$ cat src/hw/rtl/abpw_pkg.sv
// shared constants, types and helpers for the alpha blend pixel writer
package abpw_pkg;

    localparam int MAX_WIDTH   = 64;
    localparam int MAX_HEIGHT  = 64;
    localparam int STORE_DEPTH = MAX_WIDTH * MAX_HEIGHT;
    localparam int ADDR_W      = $clog2(STORE_DEPTH);
    localparam int X_IDX_W     = $clog2(MAX_WIDTH);
    localparam int Y_IDX_W     = $clog2(MAX_HEIGHT);
    localparam int CFG_W       = 7;
    localparam int CFG_INDEX_W = 2;
    localparam int COORD_W     = 16;
    localparam int PIXEL_W     = 32;

    localparam logic [CFG_INDEX_W-1:0] REG_SCREEN_WIDTH  = CFG_INDEX_W'(0);
    localparam logic [CFG_INDEX_W-1:0] REG_SCREEN_HEIGHT = CFG_INDEX_W'(1);

    localparam logic [CFG_W-1:0] WIDTH_RESET  = CFG_W'(64);
    localparam logic [CFG_W-1:0] HEIGHT_RESET = CFG_W'(64);
    localparam logic [CFG_W-1:0] WIDTH_LIMIT  = CFG_W'(MAX_WIDTH);
    localparam logic [CFG_W-1:0] HEIGHT_LIMIT = CFG_W'(MAX_HEIGHT);

    localparam logic [7:0] ALPHA_OPAQUE = 8'hFF;
    localparam logic [7:0] ALPHA_CLEAR  = 8'h00;

    typedef enum logic [1:0] {
        WS_OPAQUE      = 2'd0,
        WS_BLENDED     = 2'd1,
        WS_TRANSPARENT = 2'd2,
        WS_CLIPPED     = 2'd3
    } write_status_t;

    typedef struct packed {
        logic load;
        logic calc;
        logic mul;
        logic write;
        logic clear;
    } dp_cmd_t;

    typedef struct packed {
        logic clip;
        logic clear_last;
    } dp_status_t;

    // floor(v / 255) for v up to 255 * 255
    function automatic logic [7:0] div255(input logic [15:0] v);
        logic [16:0] t;
        t = {1'b0, v} + 17'd1 + {9'd0, v[15:8]};
        return t[15:8];
    endfunction

endpackage

$ cat src/hw/rtl/abpw_ctrl.sv
// controller: clearing sweep, request sequencing and result handshake
module abpw_ctrl
    import abpw_pkg::*;
(
    input  logic       aclk,
    input  logic       aresetn,
    input  logic       s_valid,
    output logic       s_ready,
    output logic       m_valid,
    input  logic       m_ready,
    output dp_cmd_t    cmd,
    input  dp_status_t status
);

    typedef enum logic [2:0] {
        CLEAR,
        IDLE,
        CALC,
        READ,
        MUL,
        WRITE
    } state_t;

    state_t state_reg;
    state_t state_next;
    logic   m_valid_reg;
    logic   m_valid_next;
    logic   out_free;

    assign out_free = !m_valid_reg || m_ready;

    always_comb begin
        state_next   = state_reg;
        cmd          = '0;
        m_valid_next = m_valid_reg && !m_ready;
        case (state_reg)
            CLEAR: begin
                cmd.clear = 1'b1;
                if (status.clear_last) begin
                    state_next = IDLE;
                end
            end
            IDLE: begin
                cmd.load = s_valid;
                if (s_valid) begin
                    state_next = CALC;
                end
            end
            CALC: begin
                cmd.calc   = 1'b1;
                state_next = READ;
            end
            READ: begin
                // a clipped request skips the blend
                state_next = status.clip ? WRITE : MUL;
            end
            MUL: begin
                cmd.mul    = 1'b1;
                state_next = WRITE;
            end
            WRITE: begin
                if (out_free) begin
                    cmd.write    = 1'b1;
                    m_valid_next = 1'b1;
                    state_next   = IDLE;
                end
            end
            default: begin
                state_next = IDLE;
            end
        endcase
    end

    always_ff @(posedge aclk) begin
        if (!aresetn) begin
            state_reg   <= CLEAR;
            m_valid_reg <= 1'b0;
        end else begin
            state_reg   <= state_next;
            m_valid_reg <= m_valid_next;
        end
    end

    assign s_ready = (state_reg == IDLE);
    assign m_valid = m_valid_reg;

`ifndef ASSERT_OFF
    a_no_result_in_clear: assert property (@(posedge aclk) disable iff (!aresetn)
        (state_reg == CLEAR) |-> !m_valid_reg)
        else $error("result valid during clearing sweep");

    a_result_slot_free: assert property (@(posedge aclk) disable iff (!aresetn)
        cmd.write |-> (!m_valid_reg || m_ready))
        else $error("result register overwritten while occupied");

    a_accept_starts_calc: assert property (@(posedge aclk) disable iff (!aresetn)
        (s_valid && s_ready) |=> (state_reg == CALC))
        else $error("accepted request did not start address calculation");

    a_clip_skips_blend: assert property (@(posedge aclk) disable iff (!aresetn)
        (state_reg == READ && status.clip) |=> (state_reg == WRITE))
        else $error("clipped request entered the blend stage");
`endif

endmodule
$ cat config.mk
export PLATFORM = sky130hd
export DESIGN_NAME = abpw_ctrl
export DESIGN_NICKNAME = d
export VERILOG_FILES = /design/src/hw/rtl/abpw_pkg.sv /design/src/hw/rtl/abpw_ctrl.sv
export SDC_FILE = /design/constraint.sdc
export NUM_CORES = 1
export LEC_CHECK = 0
export BUFFER_PORTS_ARGS = -buffer_cell sky130_fd_sc_hd__buf_2
export CORE_AREA = 2 2 39 41
export CTS_BUF_LIST = sky130_fd_sc_hd__clkbuf_16
export CTS_CLUSTER_DIAMETER = 40
export CTS_CLUSTER_SIZE = 16
export DETAILED_ROUTE_END_ITERATION = 12
export DIE_AREA = 0 0 41 43
export GPL_ROUTABILITY_DRIVEN = 1
export GPL_TIMING_DRIVEN = 0
export HOLD_SLACK_MARGIN = 0.05
export SLEW_MARGIN = 20
export SYNTH_ARGS = -nofsm -noshare
export SYNTH_HDL_FRONTEND = slang
export SYNTH_SLANG_ARGS = --single-unit
$ cat constraint.sdc
create_clock -name aclk -period 0.8 [get_ports aclk]
set_input_delay 0.04 -clock aclk [delete_from_list [all_inputs] [get_ports aclk]]
set_output_delay 0.04 -clock aclk [all_outputs]
set_load 0.05 [all_outputs]
Yosys cells after proc, flatten, opt, wreduce, memory -nomap -nowiden --
Index checks and enable logic that the tools add are counted.
Storage, ports and cells: register bits after elaboration 4, input port bits 6, output and inout bits 7, logic and storage cells 29
Cells by class: eq/ne operators 8, mux-type cells 13, reductions and logical operators 6
Operator list (number):
- 3-bit case mux with 6 select lines | 1
- 1-bit 2-to-1 mux | 9
- 3-bit 2-to-1 mux | 3
- 3-bit by 2-bit equality test with 1-bit output, second input constant | 2
- 3-bit equality test, second input constant | 2
- 2-bit inequality test, second input constant | 3
- 3-bit by 1-bit equality test with 1-bit output, second input constant | 1
- 3-bit zero test | 1
- 3-bit AND reduction | 1
- 1-bit zero test | 2
- 1-bit logical AND | 1
- 1-bit logical OR | 1

Logic depth before layout (Yosys ltp) --
Gate-level depths: netlist (run 1).
depth in word-level cells 4, mapped depth 4, depth with buffers taken out 3

Worst setup path before layout (run 1) --
No wires, ideal clock.
kind register to output, start point register state_reg[1], end point output port cmd[3] in the netlist's numbering, arrival time 1597 ps, data required time 760 ps, setup slack -837 ps, stages on the path, launching flop included 3, buffers on the path 1, path through dfxtp_1 -> buf_4 -> nor3b_1
RTL lines:
- start: declaration | line abpw_ctrl.sv:24 | state_t state_reg;
- start signal: assignment | line abpw_ctrl.sv:79 | state_reg <= state_next;
- end: declaration | line abpw_ctrl.sv:11 | output dp_cmd_t cmd,

==> results of run 1 <==
-- worst max-delay path by stage --
stage / from / end / slack [ps] / cells after the start
final: state_reg[0] / cmd[4] / -340 / 3
after global routing: state_reg[0] / cmd[4] / -380 / 3
after CTS: state_reg[0] / cmd[1] / -400 / 4
after detailed placement: state_reg[0] / cmd[4] / -350 / 4
after global placement: state_reg[0] / cmd[4] / -350 / 4
after floorplan: state_reg[2] / cmd[2] / -180 / 3
-- logic make-up (layout without fill, tap and decap cells) --
family          Yosys count  count (layout)
compound gates            7               7
buf+inv                   4              27
flops                     4               4
simple gates             15              15
-- per-stage QoR --
stage,TNS (ps),setup WS (ps),std cells,util,hold slack [ps]
4_1_cts,-3100,-397,69,0.445,86.7
2_1_floorplan,-1250,-180,30,-,162
3_3_place_gp,-1890,-346,58,0.290,311
6_report,-2750,-345,69,0.455,81.5
5_1_grt,-3160,-382,69,0.455,87.8
3_5_place_dp,-1920,-347,58,0.290,313
-- worst register-to-register path: stages (launching register included) --
cell	delay (ps)
sky130_fd_sc_hd__dfxtp_4	350
sky130_fd_sc_hd__nor2b_4	140
sky130_fd_sc_hd__buf_4	130
sky130_fd_sc_hd__buf_6	100
sky130_fd_sc_hd__buf_6	110
sky130_fd_sc_hd__a21oi_2	120
sky130_fd_sc_hd__nor3b_2	50
-- synth_stat cells --
cell type,number,share of area
sky130_fd_sc_hd__nand3b_1,1,0.029
sky130_fd_sc_hd__a21oi_1,2,0.039
sky130_fd_sc_hd__nor3b_1,1,0.029
sky130_fd_sc_hd__o31ai_1,1,0.029
sky130_fd_sc_hd__a21boi_1,1,0.029
sky130_fd_sc_hd__and2_2,1,0.029
sky130_fd_sc_hd__nor3b_2,1,0.048
sky130_fd_sc_hd__nor2b_1,1,0.024
sky130_fd_sc_hd__and3_2,2,0.058
sky130_fd_sc_hd__nor2_1,1,0.014
sky130_fd_sc_hd__o21ai_0,1,0.019
sky130_fd_sc_hd__nor2b_4,1,0.053
sky130_fd_sc_hd__dfxtp_1,4,0.31
sky130_fd_sc_hd__nor3_1,2,0.039
sky130_fd_sc_hd__a21oi_2,1,0.034
sky130_fd_sc_hd__buf_4,1,0.029
sky130_fd_sc_hd__nand2b_1,1,0.024
sky130_fd_sc_hd__nand2_1,3,0.043
sky130_fd_sc_hd__a41o_2,1,0.043
sky130_fd_sc_hd__buf_6,1,0.043
sky130_fd_sc_hd__inv_1,1,0.014
sky130_fd_sc_hd__buf_2,1,0.019
-- cells in the final DEF, fill, tap and decap left out, drive strengths merged --
cell type	n
a21boi	1
and2	1
nand2	3
a21oi	3
dfxtp	4
nor2b	2
buf	22
nand3b	1
nand2b	1
nor3	2
clkbuf	3
inv	2
o31ai	1
a41o	1
nor3b	2
and3	2
nor2	1
o21ai	1
-- layer usage --
| metal | global-route usage | up-vias | share of wire |
|---|---|---|---|
| met5 | 0 | - | 0 |
| met4 | 0.0600 | 0 | 0.015 |
| met3 | 0.0628 | 2 | 0.067 |
| met2 | 0.122 | 12 | 0.49 |
| met1 | 0.129 | 144 | 0.42 |
| li1 | - | 148 | - |
-- power groups by stage --
stage / Clock (mW) / Combinational (mW) / Sequential, mW
floorplan: 0 / 0.220 / 0.219
global placement: 0 / 0.268 / 0.218
detailed placement: 0 / 0.269 / 0.218
CTS: 0.808 / 0.391 / 0.218
global route: 0.837 / 0.388 / 0.234
finish: 0.796 / 0.371 / 0.231
-- layout make-up --
class	instances	area, um^2
fill	139	754
timing repair buffer	21	214
multi-input combinational	22	203
sequential	4	92.6
clock buffer	3	75.1
tap	16	20.0
buffer	1	15.0
inverter	1	6.26
clock inverter	1	3.75
-- timing repair --
action	in CTS	in global routing
buffers inserted	7	2
pin swaps	4	4
gates resized for setup	21	7
setup endpoints to repair	11	11
==> results by group, run 1 <==
Power
  • Cell leakage power: 0.268 nW
  • Flop pwr share: 0.165
  • Switching power of the nets: 0.350 mW
  • Switching part of the total: 0.250
  • Power consumption: 1.40 mW
  • Share of total power in the clock network: 0.569
  • Cell area power density: 2220 mW/mm^2
  • Largest vdd supply drop: 0.000985 V
  • Combinational Power Share: 0.265
  • Internal Power: 1.05 mW

GRT
  • Wire length of the first global-routing pass: 1.11 mm
  • Aggregate global routing overflow: 0
  • Maximum number of pins on one net before global-route repair: 8
  • Vias in the first global route: 250
  • Initial antenna violation count: 0
  • Overall global routing resource usage: 0.101

Worst hold path
  • Worst Min Path Start: aresetn
  • Worst Hold Endpoint: state_reg[0]
  • Number of cells on the worst hold path: 3
  • Path category of the worst min-delay check: primary input to flip-flop

Yosys
  • Sequential-to-total area share from yosys stat: 0.309
  • Arithmetic-cell share of the synthesized area counting full adders, half adders and majority gates: 0
  • Area share of xor/xnor cells in the synthesized design: 0
  • Combined area of all synthesized cells: 259 um^2
  • Flip-flop and latch count after synthesis: 4
  • Number of distinct library cell variants in the gate-level netlist after synthesis: 22
  • Count of synthesis-stage warnings from yosys: 0
  • Compound-Gate Fraction of Synth Area: 0.193
  • Synthesized Nets: 36
  • Multiplexer share of the synthesized area: 0
  • Post-synthesis cell count: 30
  • Largest family of logic cells by synthesized area: simple AND/OR/NAND/NOR gates
  • Simple-gate portion of the synthesized area: 0.391
  • Average instance area after synthesis: 8.63 um^2

STA
  • Headroom to the max-slew limit: 0.887
  • Timing-limited maximum frequency: 0.874 GHz
  • Unrepaired setup endpoints after global routing: true
  • Max-slew violation count: 0
  • Final Critical Period: 1140 ps
  • Transition at the pin with the smallest max-transition slack: 167 ps
  • Final period utilization: 1.43
  • Setup violations, final: 10
  • Worst Clk Skew: 5.60 ps
  • Final Hold Vio Count: 0
  • PnR worst setup slack: -345 ps

Worst setup path
  • Cell family contributing the most delay on the critical path: simple AND/OR/NAND/NOR gates
  • CP Buf/Inv Count: 1
  • Slack of the worst reg-to-reg path: -310 ps
  • Crit-path max FO: 4
  • Startpoint-to-endpoint class of the critical path: flip-flop to primary output
  • Required time reported for the critical path endpoint: 760 ps
  • Endpoint class of the critical path: primary output
  • Data arrival, critical path: 1100 ps
  • Nature of the critical path startpoint: flip-flop
  • Startpoint of the worst register-to-register path: state_reg[0]
  • Cells along the critical path: nor2b_4 -> and3_4 -> buf_8
  • Number of cells on the worst reg-to-reg path: 6
  • Max stage delay on crit path: 360 ps
  • Reg2Reg Capture Point: state_reg[1]
  • Slowest cell on crit path: sky130_fd_sc_hd__dfxtp_4

Route
  • Number of routed nets with antenna violations: 0
  • Via/cell ratio: 4.43
  • Post-Route WL: 749 um
  • Total vias in the final route: 306
  • DR iter-0 viols: 5
  • Post-detailed-route wirelength per cell: 10.9 um
  • Drt pass-1 iters: 2
  • Post-route DRC violation count: 0

Placed design
  • RD Place Congestion: 0.677
  • # port buffers: 12
  • DP Wirelength: 430 um
  • Placed cell areas: 402 um^2

Cells and area
  • Share of post-route cells with drive strength above 1: 0.792
  • Design Area, Final: 629 um^2
  • Area Overhead vs Synth: 143%
  • Max reg flops: 3
  • Net count, final: 60
  • Antenna diode count: 0

Clock network
  • CTS sink cnt: 4
  • TritonCTS clock tree: done
  • Cts-stage hold buffer count: 0
  • Number of H-tree levels: 1
  • Number of buffers on the longest clock path: 2
  • Clock-pin slew of the registers on the worst-case setup and hold paths: 30 ps
  • Cts bufs inserted: 3
  • Clock tree root driver cell: sky130_fd_sc_hd__clkbuf_16
  • Later-pin clock latency in the skew report: 230 ps

Floorplan
  • Count of boundary I/O pins: 13
  • Floorplan die area: 0.00176 mm^2
  • Height of the die: 43 um
  • # rows: 14
  • Width of the chip: 41 um
  • Initial cell density of the core: 0.187
  • Placeable core region: 0.00138 mm^2

Run status
  • Violated checks: setup timing
  • Run status: finished, violations left

Job
  • Number of max-cap violations: 0
No activity file was read; power rests on OpenSTA's default activity.
==> run 2, diff against run 1 <==
--- a/config.mk
+++ b/config.mk
@@ -5,6 +5,7 @@
 export SDC_FILE = /design/constraint.sdc
 export NUM_CORES = 1
 export LEC_CHECK = 0
+export ABC_AREA = 1
 export BUFFER_PORTS_ARGS = -buffer_cell sky130_fd_sc_hd__buf_2
 export CORE_AREA = 2 2 39 41
 export CTS_BUF_LIST = sky130_fd_sc_hd__clkbuf_16
==> results by group, run 2 <==
Run status
  • Run status: finished, violations left
  • Violated checks: setup timing

Placed design
  • DP Wirelength: 535 um (+24%)
  • # port buffers: 12 (unchanged)
  • RD Place Congestion: 0.732 (+8.0%)
  • Placed cell areas: 432 um^2 (+7.5%)

Cells and area
  • Utilization after layout: 0.485 (+0.0298)
  • Multi-input logic area: 221 um^2 (+9.3%)
  • Max reg flops: 3 (unchanged)
  • Design Area, Final: 671 um^2 (+6.6%)
  • Storage cell area: 91.3 um^2 (-1.4%)
  • Antenna diode count: 0 (unchanged)
  • Area Overhead vs Synth: 156%
  • Share of post-route cells with drive strength above 1: 0.761 (-0.0313)
  • Number of fillers in the final layout: 140 (+0.72%)
  • Net count, final: 74 (+23%)
  • Most frequent cells in the layout: sky130_fd_sc_hd__buf_6, sky130_fd_sc_hd__buf_4, sky130_fd_sc_hd__inv_1

STA
  • Worst Clk Skew: 8.05 ps (+2.45 ps)
  • Max-slew violation count: 0 (unchanged)
  • Final Hold Vio Count: 0 (unchanged)
  • Final period utilization: 1.43 (+0.00243)
  • Timing-limited maximum frequency: 0.872 GHz (-0.17%)
  • Transition at the pin with the smallest max-transition slack: 168 ps (+0.394 ps)
  • PnR worst setup slack: -347 ps (-1.94 ps)
  • Setup violations, final: 10 (unchanged)
  • Unrepaired setup endpoints after global routing: true
  • Total negative slack: -2620 ps (+138 ps)
  • Headroom to the max-slew limit: 0.888 (about the same)
  • Final worst hold slack: 66.4 ps (-15.2 ps)
  • Final Critical Period: 1150 ps (+1.94 ps)

Route
  • Met2 Routed Length: 380 um (+2.7%)
  • Total routed wire length on the met1 layer: 305 um (-3.8%)
  • DR iter-0 viols: 2 (-3)
  • Post-detailed-route wirelength per cell: 9.35 um (-14%)
  • Post-route DRC violation count: 0 (unchanged)
  • Highest routed layer: met4
  • Post-Route WL: 776 um (+3.6%)
  • Total vias in the final route: 340 (+11%)
  • Drt pass-1 iters: 4 (+2)
  • Via/cell ratio: 4.10 (-7.6%)
  • Wire length on met3: 65 um (+30%)
  • Number of routed nets with antenna violations: 0 (unchanged)

Job
  • Number of max-cap violations: 0 (unchanged)

Clock network
  • Cts bufs inserted: 3 (unchanged)
  • CTS sink cnt: 4 (unchanged)
  • Number of H-tree levels: 1 (unchanged)
  • Number of buffers on the longest clock path: 2 (unchanged)
  • Later-pin clock latency in the skew report: 230 ps (about the same)
  • Clock tree root driver cell: sky130_fd_sc_hd__clkbuf_16
  • TritonCTS clock tree: done
  • Clock-pin slew of the registers on the worst-case setup and hold paths: 30 ps (about the same)

Yosys
  • Main flop type after synthesis: sky130_fd_sc_hd__dfxtp_1
  • Async S/R FF share, synth: 0 (unchanged)
  • Top cell type's share of synthesized area: 0.306 (-0.00296)
  • Cell type with the highest aggregate area in the netlist: sky130_fd_sc_hd__dfxtp_1
  • Most frequent cells after synthesis: sky130_fd_sc_hd__inv_1, sky130_fd_sc_hd__nand2_1, sky130_fd_sc_hd__nor2_1
  • Sequential-to-total area share from yosys stat: 0.306 (-0.00296)
  • Flip-flop and latch count after synthesis: 4 (unchanged)
  • Post-synthesis cell count: 42 (+40%)
  • Average instance area after synthesis: 6.23 um^2 (-28%)
  • Count of synthesis-stage warnings from yosys: 0 (unchanged)
  • Combined area of all synthesized cells: 262 um^2 (+0.97%)
  • Count of flip-flops with a built-in enable after synthesis: 0 (unchanged)
  • Most common cell in the synthesized netlist: sky130_fd_sc_hd__inv_1
  • Synthesized Nets: 48 (+33%)
  • Synth area leaders: sky130_fd_sc_hd__dfxtp_1, sky130_fd_sc_hd__inv_1, sky130_fd_sc_hd__nand2_1, sky130_fd_sc_hd__nor2_1, sky130_fd_sc_hd__nor2_2
  • Number of distinct library cell variants in the gate-level netlist after synthesis: 13 (-41%)

Power
  • Cell area power density: 2280 mW/mm^2 (+2.4%)
  • Largest vdd supply drop: 0.00105 V (+7.0%)
  • Cell leakage power: 0.297 nW (+11%)

GRT
  • Vias in the first global route: 330 (+32%)
  • Wire length of the first global-routing pass: 1.41 mm (+27%)
  • Initial antenna violation count: 0 (unchanged)
  • Aggregate global routing overflow: 0 (unchanged)
  • Overall global routing resource usage: 0.123 (+0.0229)
  • Maximum number of pins on one net before global-route repair: 9 (+1)

Worst hold path
  • Path category of the worst min-delay check: primary input to flip-flop

Worst setup path
  • Startpoint-to-endpoint class of the critical path: flip-flop to primary output
  • Slowest cell on crit path: sky130_fd_sc_hd__dfxtp_4
  • Max stage delay on crit path: 360 ps (about the same)
  • Required time reported for the critical path endpoint: 760 ps (about the same)
  • Dominant cell type by count on the critical path: sky130_fd_sc_hd__nor2_4
  • Crit-path max FO: 5 (+1)
  • Endpoint class of the critical path: primary output
  • Cells along the critical path: nor2_4 -> nand2_4 -> nor2_4 -> buf_6
  • Data arrival, critical path: 1110 ps (about the same)
  • Nature of the critical path startpoint: flip-flop

Floorplan
  • Count of boundary I/O pins: 13 (unchanged)
  • # rows: 14 (unchanged)
  • Height of the die: 43 um (unchanged)
  • Floorplan die area: 0.00176 mm^2 (unchanged)
  • Width of the chip: 41 um (unchanged)
  • Placeable core region: 0.00138 mm^2 (unchanged)
  • Initial cell density of the core: 0.189 (+0.00181)
## run 2: cell families after synthesis
group | after synthesis | synth area share
flops | 4 | 0.306
buf+inv | 12 | 0.201
simple gates | 25 | 0.469
compound gates | 1 | 0.0239
## run 2: cell type report
class,instances,area share
well taps,16,0.0299
repair buffers,21,0.284
plain buffers,1,0.0168
flip-flops and latches,4,0.136
inverters,11,0.0858
clock inverters,1,0.00560
clock buffers,3,0.112
multi-input cells,26,0.330
## run 2: path summary, 6_finish.rpt
path	from	end	slack (ps)	cells after the start
max	state_reg[2]	cmd[4]	-350	4
min	aresetn	state_reg[0]	70	3
max reg2reg	state_reg[1]	state_reg[0]	-230	7
min reg2reg	state_reg[0]	state_reg[2]	610	4
## run 2: per-layer routing
| layer | GRT usage | vias to the layer above |
|---|---|---|
| met1 | 0.147 | 148 |
| li1 | - | 175 |
| met3 | 0.0628 | 3 |
| met5 | 0 | - |
| met4 | 0.0600 | 0 |
| met2 | 0.175 | 14 |
## run 2: stage by stage
stage	power [mW]	std cells	worst slack, ps
floorplan	0.516	42	-156
global route	1.61	83	-394
global placement	0.572	70	-241
detailed placement	0.576	70	-253
CTS	1.52	81	-365
finish	1.53	83	-347
## run 2: report_power, final
part | leakage (nW) | internal, mW | total [mW] | switching, mW
clock network | 0.0423 | 0.646 | 0.802 | 0.156
registers | 0.0348 | 0.212 | 0.230 | 0.0178
logic | 0.220 | 0.216 | 0.494 | 0.279
## run 2: critical path: cells and delay by family, from the launching register on
kind	cells	cell delay (ps)
buffers and inverters	1	160
DFF	1	360
and+or+nand+nor	3	350
## run 2: what timing repair did
item,CTS,global route
resized for setup,22,4
hold buffers,0,0
endpoints found under the setup margin,11,10
buffers inserted,7,2
pin swaps,7,2
==> run 3, diff against run 2 <==
--- a/config.mk
+++ b/config.mk
@@ -16,6 +16,7 @@
 export GPL_ROUTABILITY_DRIVEN = 1
 export GPL_TIMING_DRIVEN = 0
 export HOLD_SLACK_MARGIN = 0.05
+export REMOVE_ABC_BUFFERS = 1
 export SLEW_MARGIN = 20
 export SYNTH_ARGS = -nofsm -noshare
 export SYNTH_HDL_FRONTEND = slang
==> results by group, run 3 (same netlist as run 2, synthesis figures left out) <==
STA
  • Final period utilization: 1.39 (-0.0469)
  • Total negative slack: -1920 ps (+692 ps)
  • Headroom to the max-slew limit: 0.895 (+0.00660)
  • Final Hold Vio Count: 0 (unchanged)
  • Max-slew violation count: 0 (unchanged)
  • Setup violations, final: 10 (unchanged)
  • Worst Clk Skew: 4.07 ps (-3.98 ps)
  • Final Critical Period: 1110 ps (-37.6 ps)
  • PnR worst setup slack: -309 ps (+37.6 ps)
  • Timing-limited maximum frequency: 0.902 GHz (+3.4%)
  • Unrepaired setup endpoints after global routing: true
  • Transition at the pin with the smallest max-transition slack: 157 ps (-10.6 ps)

Power
  • Combinational Power Share: 0.239 (-0.085)
  • Switching power of the nets: 0.374 mW (-17%)
  • Flop pwr share: 0.181 (+0.030)
  • Internal Power: 0.969 mW (-9.7%)
  • Largest vdd supply drop: 0.00131 V (+24%)
  • Cell leakage power: 0.258 nW (-13%)
  • Switching part of the total: 0.279 (-0.0177)
  • Share of total power in the clock network: 0.580 (+0.054)
  • Cell area power density: 2650 mW/mm^2 (+16%)

Worst setup path
  • Nature of the critical path startpoint: flip-flop
  • Crit-path max FO: 4 (-1)
  • Startpoint-to-endpoint class of the critical path: flip-flop to primary output
  • Endpoint class of the critical path: primary output
  • Required time reported for the critical path endpoint: 760 ps (about the same)
  • Slowest cell on crit path: sky130_fd_sc_hd__dfxtp_4
  • Cells along the critical path: inv_4 -> nor2_4 -> nand2_2 -> nor2_2 -> buf_6
  • Data arrival, critical path: 1070 ps (-40 ps)
  • Max stage delay on crit path: 360 ps (about the same)
  • CP Buf/Inv Count: 2 (+1)
  • Cell family contributing the most delay on the critical path: flip-flops

Floorplan
  • Height of the die: 43 um (unchanged)
  • Floorplan die area: 0.00176 mm^2 (unchanged)
  • Count of boundary I/O pins: 13 (unchanged)
  • Width of the chip: 41 um (unchanged)
  • Initial cell density of the core: 0.189 (unchanged)
  • Placeable core region: 0.00138 mm^2 (unchanged)
  • # rows: 14 (unchanged)

Clock network
  • Number of H-tree levels: 1 (unchanged)
  • Number of buffers on the longest clock path: 2 (unchanged)
  • Later-pin clock latency in the skew report: 230 ps (about the same)
  • Cts bufs inserted: 3 (unchanged)
  • Clock-pin slew of the registers on the worst-case setup and hold paths: 30 ps (about the same)
  • Cts-stage hold buffer count: 0 (unchanged)
  • TritonCTS clock tree: done
  • Clock tree root driver cell: sky130_fd_sc_hd__clkbuf_16
  • CTS sink cnt: 4 (unchanged)

GRT
  • Vias in the first global route: 281 (-15%)
  • Overall global routing resource usage: 0.0924 (-0.0310)
  • Wire length of the first global-routing pass: 1.01 mm (-28%)
  • Aggregate global routing overflow: 0 (unchanged)
  • Initial antenna violation count: 0 (unchanged)
  • Maximum number of pins on one net before global-route repair: 9 (unchanged)

Route
  • Post-Route WL: 659 um (-15%)
  • Post-detailed-route wirelength per cell: 8.91 um (-4.7%)
  • Drt pass-1 iters: 1 (-3)
  • DR iter-0 viols: 0 (-2)
  • Post-route DRC violation count: 0 (unchanged)
  • Via/cell ratio: 4.11 (+0.29%)
  • Total vias in the final route: 304 (-11%)
  • Number of routed nets with antenna violations: 0 (unchanged)

Cells and area
  • Area Overhead vs Synth: 94.3%
  • Number of fillers in the final layout: 145 (+3.6%)
  • Net count, final: 66 (-11%)
  • Multi-input logic area: 161 um^2 (-27%)
  • Utilization after layout: 0.367 (-0.118)
  • Max reg flops: 3 (unchanged)
  • Commonest non-fill, non-tap cell in the layout: sky130_fd_sc_hd__inv_1
  • Design Area, Final: 508 um^2 (-24%)
  • Final std cells w/o fill: 74 (-11%)
  • Share of post-route cells with drive strength above 1: 0.638 (-0.123)
  • Storage cell area: 92.6 um^2 (+1.4%)
  • Most frequent cells in the layout: sky130_fd_sc_hd__inv_1, sky130_fd_sc_hd__nand2_1, sky130_fd_sc_hd__buf_6
  • Antenna diode count: 0 (unchanged)

Placed design
  • Placed cell areas: 330 um^2 (-23%)
  • Total instance count after detailed placement: 69 (-1.4%)
  • DP Wirelength: 460 um (-14%)
  • # port buffers: 12 (unchanged)
  • RD Place Congestion: 0.715 (-2.3%)

Run status
  • Run status: finished, violations left
  • Violated checks: setup timing

Worst hold path
  • Path category of the worst min-delay check: primary input to flip-flop

Job
  • Number of max-cap violations: 0 (unchanged)
run 3: cell types whose count changed in the layout (fill, tap and decap cells not counted), moves of 2 or more:
cell,change
sky130_fd_sc_hd__nor2_4,-2
sky130_fd_sc_hd__nor3_4,-2
sky130_fd_sc_hd__nand2_4,-2
sky130_fd_sc_hd__clkinvlp_4,-3
sky130_fd_sc_hd__nand3_4,-2
sky130_fd_sc_hd__nand3_2,+2
sky130_fd_sc_hd__nand2_1,+2
sky130_fd_sc_hd__buf_4,-4
sky130_fd_sc_hd__buf_8,-3
sky130_fd_sc_hd__inv_1,+2
run 3: layout make-up:
type                       instances  area share
tap                               16      0.0394
timing repair buffer              14       0.227
clock buffer                       3       0.148
sequential                         4       0.182
inverter                          11      0.0862
multi-input combinational         26       0.318
run 3: timing repair:
item                                    CTS  global route
pin swaps                                 4             3
gates resized for setup                  21            11
endpoints found under the setup margin   11            11
setup buffers                             2             1
run 3: per-stage QoR:
stage                     hold slack [ps]  setup slack, ps  power (mW)
final                                60.1             -309        1.34
after global routing                 85.1             -368        1.40
after CTS                            60.3             -304        1.35
after detailed placement              305             -264       0.497
after global placement                302             -239       0.493
after floorplan                       183             -905       0.440
run 3: worst paths after layout:
check	from	end	slack, ps	cells after the start
worst min-delay path	aresetn	state_reg[0]	60	3
worst min register to register	state_reg[1]	state_reg[2]	540	2
worst max register to register	state_reg[0]	state_reg[0]	-160	7
worst max-delay path	state_reg[0]	cmd[4]	-310	5
run 3: power by group through the flow:
stage          combinational [mW]  clock (mW)  sequential (mW)
2_1_floorplan               0.204           0            0.236
3_3_place_gp                0.254           0            0.239
3_5_place_dp                0.256           0            0.240
4_1_cts                     0.318       0.797            0.239
5_1_grt                     0.343       0.810            0.247
6_report                    0.321       0.779            0.243
run 3: metal layers:
metal	part of all wire	GRT usage	vias to the layer above
met3	0.029	0.0471	2
met2	0.55	0.131	6
met5	0	0	-
li1	-	-	160
met1	0.39	0.0932	136
met4	0.036	0.0800	0
run 3: tightest hold or removal path, cell delays in order:
cell	delay (ps)
sky130_fd_sc_hd__buf_2	100
sky130_fd_sc_hd__nand2_1	70
sky130_fd_sc_hd__nor2_2	40
